**src/rtl/core/dpbp_pkg.sv**
```systemverilog
package dpbp_pkg;

  localparam int unsigned CoordW    = 12;
  localparam int unsigned DepthW    = 16;
  localparam int unsigned ColorW    = 8;
  localparam int unsigned CenterW   = 13;
  localparam int unsigned InvW      = 24;
  localparam int unsigned LimitW    = 16;
  localparam int unsigned OutCoordW = 32;
  localparam int unsigned ProjShift = 25;
  localparam int unsigned CfgIdxW   = 3;
  localparam int unsigned CfgDataW  = 24;

  localparam logic [CenterW-1:0] CenterXRst = 13'd639;
  localparam logic [CenterW-1:0] CenterYRst = 13'd479;
  localparam logic [InvW-1:0]    InvFocalRst = 24'd31957;
  localparam logic [LimitW-1:0]  LimitRst    = 16'd5000;

  typedef enum logic [CfgIdxW-1:0] {
    CfgCenterX = 3'd0,
    CfgCenterY = 3'd1,
    CfgInvFx   = 3'd2,
    CfgInvFy   = 3'd3,
    CfgLimit   = 3'd4
  } cfg_reg_e;

  typedef struct packed {
    logic [CenterW-1:0] center_x_doubled;
    logic [CenterW-1:0] center_y_doubled;
    logic [InvW-1:0]    inv_focal_x;
    logic [InvW-1:0]    inv_focal_y;
    logic [LimitW-1:0]  lateral_limit_mm;
  } cfg_t;

  // Load enables of the two multiply stages.
  typedef struct packed {
    logic s1;
    logic s2;
  } stage_en_t;

endpackage

```
**src/rtl/core/dpbp_cfg_regs.sv**
```systemverilog
module dpbp_cfg_regs
  import dpbp_pkg::*;
(
  input  logic                clk_i,
  input  logic                rst_ni,
  input  logic                cfg_valid_i,
  input  logic [CfgIdxW-1:0]  cfg_index_i,
  input  logic [CfgDataW-1:0] cfg_data_i,
  output cfg_t                cfg_o
);

  cfg_t cfg_q, cfg_d;

  always_comb begin
    cfg_d = cfg_q;
    if (cfg_valid_i) begin
      unique case (cfg_index_i)
        CfgCenterX: cfg_d.center_x_doubled = cfg_data_i[CenterW-1:0];
        CfgCenterY: cfg_d.center_y_doubled = cfg_data_i[CenterW-1:0];
        CfgInvFx:   cfg_d.inv_focal_x      = cfg_data_i[InvW-1:0];
        CfgInvFy:   cfg_d.inv_focal_y      = cfg_data_i[InvW-1:0];
        CfgLimit:   cfg_d.lateral_limit_mm = cfg_data_i[LimitW-1:0];
        default:    cfg_d = cfg_q;
      endcase
    end
  end

  always_ff @(posedge clk_i or negedge rst_ni) begin
    if (!rst_ni) begin
      cfg_q.center_x_doubled <= CenterXRst;
      cfg_q.center_y_doubled <= CenterYRst;
      cfg_q.inv_focal_x      <= InvFocalRst;
      cfg_q.inv_focal_y      <= InvFocalRst;
      cfg_q.lateral_limit_mm <= LimitRst;
    end else begin
      cfg_q <= cfg_d;
    end
  end

  assign cfg_o = cfg_q;

endmodule

```
**config.mk**
```make
export PLATFORM = sky130hd
export DESIGN_NAME = dpbp_cfg_regs
export DESIGN_NICKNAME = d
export VERILOG_FILES = /design/src/rtl/core/dpbp_pkg.sv /design/src/rtl/core/dpbp_cfg_regs.sv
export SDC_FILE = /design/constraint.sdc
export NUM_CORES = 1
export LEC_CHECK = 0
export BUFFER_PORTS_ARGS = -buffer_cell sky130_fd_sc_hd__buf_4
export CAP_MARGIN = 20
export CORE_ASPECT_RATIO = 1.4
export CORE_MARGIN = 5
export CORE_UTILIZATION = 40
export CTS_BUF_LIST = sky130_fd_sc_hd__clkbuf_4 sky130_fd_sc_hd__clkbuf_8 sky130_fd_sc_hd__clkbuf_16
export CTS_CLUSTER_SIZE = 8
export DETAILED_ROUTE_END_ITERATION = 12
export PLACE_DENSITY = 0.64
export REMOVE_ABC_BUFFERS = 1
export SLEW_MARGIN = 20
export SYNTH_ARGS = -nofsm -noshare
export SYNTH_HDL_FRONTEND = slang
export SYNTH_SLANG_ARGS = --single-unit
export TNS_END_PERCENT = 1
```
**constraint.sdc**
```tcl
create_clock -name clk_i -period 1 [get_ports clk_i]
set_input_delay 0.05 -clock clk_i [delete_from_list [all_inputs] [get_ports clk_i]]
set_output_delay 0.05 -clock clk_i [all_outputs]
set_load 0.03 [all_outputs]
```
Yosys cells after proc, flatten, opt, wreduce, memory -nomap -nowiden
Cells that the tools add are included.
Operators by class
  eq/ne operators: 4
  reduce and logical (&&, ||, !) cells: 6
Operator list (number)
  $reduce_and 2->1: 5
  $eq 3x2->1 const B: 2
  $eq 3x1->1 const B: 1
  $eq 3x3->1 const B: 1
  $logic_not 3->1: 1
Word-level totals
  register bits after elaboration: 90
  input bits: 30
  output and inout bits: 90

Logic depth before layout (Yosys ltp)
  depth in word-level cells: 2
  depth in mapped cells: 4
  depth with buffers taken out: 2

Worst setup path before layout
No wires, ideal clock.
  kind: input -> register
  from: input port cfg_index_i[0]
  to: register cfg_q (netlist bit cfg_o[10])
  library setup time: 125 ps
  data arrival time: 939 ps
  slack: -64 ps
  cell stages on the path: 4
  buffers on the path: 2
  path through: nor4bb_1 buf_4 buf_6 mux2_2
Between the ends
  cells in the longest elaborated chain, start to end: 2
Ends and longest elaborated chain
  start, declared: line dpbp_cfg_regs.sv:7  | input logic [CfgIdxW-1:0] cfg_index_i,
  $eq 3x3->1: line dpbp_cfg_regs.sv:17  | unique case (cfg_index_i)
  $reduce_and 2->1 (no line)
  end signal, assigned: line dpbp_cfg_regs.sv:36  | cfg_q <= cfg_d;
  end, declared: line dpbp_cfg_regs.sv:12  | cfg_t cfg_q, cfg_d;
No other way between the ends.
A chain may end at the register's enable or synchronous reset.

Worst setup path after layout
  from: register cfg_q (netlist bit cfg_o[40])
  to: output port cfg_o[40] (netlist name)
RTL lines
  end, declared: line dpbp_cfg_regs.sv:9  | output cfg_t cfg_o
No word-level cell between the ends.

==> reports/results.tsv <==
metric	value	unit
register area share after synthesis	65.01	%
Die W	89.55	um
# diodes	0	
placed cell count	425	
fin nets	386	
Startpoint Class	register	
final core utilization	62.70	%
required time worst endpoint	0.95	ns
max-cap violation count	0	
most common cell after layout, fill and taps aside	buf_4	
clk sinks	90	
crit path DAT	1.02	ns
Synth Area in Adders	0	%
max FFs per register	90	
buffers added on ports	119	
Final Critical Period	1.067	ns
die height	121.4	um
CTS H-tree lvls	3	
min setup slack post-route	-0.06678	ns
outcome	finished with violations	
initial antenna violation count	0	
Worst Setup End Kind	primary output	
TritonCTS clock tree	done	
Mean Syn Cell Area	18.26	um^2
die area	0.01087	mm^2
P&R area growth vs syn	52.33	%
GRT overflow	0	
Placeable Area	0.008608	mm^2
Total GRT Usage	16.57	%
crit path cell chain	buf_6	
routed length on met3	583	um
Critical Path Max Stage Delay	0.55	ns
worst slew pin tran	0.2977	ns
vias in the first global route	2471	
largest family of logic cells by synthesized area	multiplexers	
Final Cycle Share	106.7	%
Crit-path slowest cell	dfstp_2	
Initial DRT Pass Iterations	2	
Static Leak	2.458	nW
# IOs	120	
Routed Antenna Nets	0	
clock latency on the worst-skew pair	0.34	ns
GPL Wtd Cong	0.7208	
post-DP HPWL	6099	um
drt wl/cell	18.08	um
Num CTS Buffers	9	
setup violators final	41	
kind of critical path	reg2out	
DRC	0	
Max Clock Skew	0	ns
wl on met1	3313	um
Vias/cell	4.768	
Reg clk slew, reported paths	0.06	ns
largest net degree at the start of global routing	29	
Syn Inst Count	194	
# rows	40	
maximum clock path buffer count	2	
Synth Area in Compound Gates	0	%
P per Cell Area	2432	mW/mm^2
most frequent cells in the layout	buf_4 (88), mux2_2 (70), dfrtp_1 (49)	
failing checks	setup timing	
maximum vdd drop	1.364	mV
simple-gate share of the synthesized area	2.083	%
Max Clk Rate	937.4	MHz
unrepaired setup endpoints after global routing	yes	
DRC marker count from the first detailed-route iteration	27	
slew margin rel.	80.12	%
post-synthesis mux area share	30.72	%
Initial Util	41.16	%
drt total wl	8425	um
Synth Area in XOR/XNOR	0	%
met2 routed WL	4395	um
final std cells w/o fill	466	
post-synth cell types	11	
fraction of layout cells with a size suffix above 1	79.22	%
Final Hold Vio Count	0	
highest metal used	met4	
Slew Limit Fails	0	
fillers	653	
Worst Hold Class	in2async	
Yosys reg bits	90	
critical path's top delay family	flip-flops	
clock root buffer	clkbuf_16	
crit path buf inv count	1	
Ys Warns	0	
via count	2222	
first-pass GRT wire length	13390	um
CP max FO	2	
Mapped Area	0.003543	mm^2
[cell families after synthesis]
group,Yosys count
multiplexers,90
flip-flops,90
buffers and inverters,9
AND/OR/NAND/NOR,5
[per-layer routing]
metal  vias to the layer above  global-route usage [%]
met5                         -                       0
met4                         0                   5.587
met3                        10                   5.707
met2                        64                   27.11
met1                      1130                   20.04
li1                       1018                       -
[power breakdown]
| group | total (mW) | switching [mW] | internal (mW) |
|---|---|---|---|
| sequential | 5.24 | 0.517 | 4.72 |
| clock | 3.31 | 1.35 | 1.96 |
| combinational | 4.58 | 2.45 | 2.13 |
| total | 13.1 | 4.32 | 8.81 |
[final timing paths]
path / start / endpoint / slack (ns) / depth (start not counted)
min in group clk_i: cfg_index_i[2] / cfg_o[84]$_DFFE_PN0P_ / 0.28 / 4
setup reg to reg: cfg_o[15]$_DFFE_PN0P_ / cfg_o[15]$_DFFE_PN0P_ / 0.21 / 1
max in group asynchronous: rst_ni / cfg_o[27]$_DFFE_PN1P_ / 0.32 / 3
setup / recovery: cfg_o[40]$_DFFE_PN1P_ / cfg_o[40] / -0.07 / 1
hold / removal: rst_ni / cfg_o[17]$_DFFE_PN0P_ / 0.13 / 2
hold reg to reg: cfg_o[36]$_DFFE_PN0P_ / cfg_o[36]$_DFFE_PN0P_ / 0.50 / 1
[through the flow]
stage	TNS, ns	hold slack (ns)	total power [mW]	cell area (um^2)	worst slack, ns
detailed placement	-13.97	-0.05196	9.551	4688	-0.2245
floorplan	-39.23	-0.2456	7.700	3466	-1.250
global placement	-13.09	-0.05093	9.460	4688	-0.2111
CTS	-2.866	0.1364	13.29	5394	-0.08411
global route	-3.439	0.1664	13.70	5398	-0.1013
finish	-2.247	0.1332	13.13	5398	-0.06678
[cell usage after synthesis]
master / instances / share of area (%)
mux2_2: 70 / 22
dfrtp_1: 49 / 35
dfstp_2: 41 / 30
mux2_4: 20 / 8.5
buf_6: 4 / 1.3
buf_4: 3 / 0.64
and4bb_1: 2 / 0.71
buf_2: 2 / 0.28
nand4b_2: 1 / 0.42
nor4b_4: 1 / 0.67
nor4bb_1: 1 / 0.28
[area by class of cell]
class / instances / area, um^2 / share of cell area, %
sequential: 90 / 2303 / 42.68
tap: 105 / 131.4 / 2.434
timing repair buffer: 160 / 1484 / 27.49
clock inverter: 3 / 21.27 / 0.3941
multi-input combinational: 95 / 1177 / 21.81
clock buffer: 13 / 280.3 / 5.192
[what timing repair did]
item,in CTS,in global routing
endpoints found under the setup margin,41,42
hold buffers,25,0
setup buffers,0,0
endpoints found under the hold margin,146,0
gates resized for setup,41,1
No activity file was read; power rests on OpenSTA's default activity.
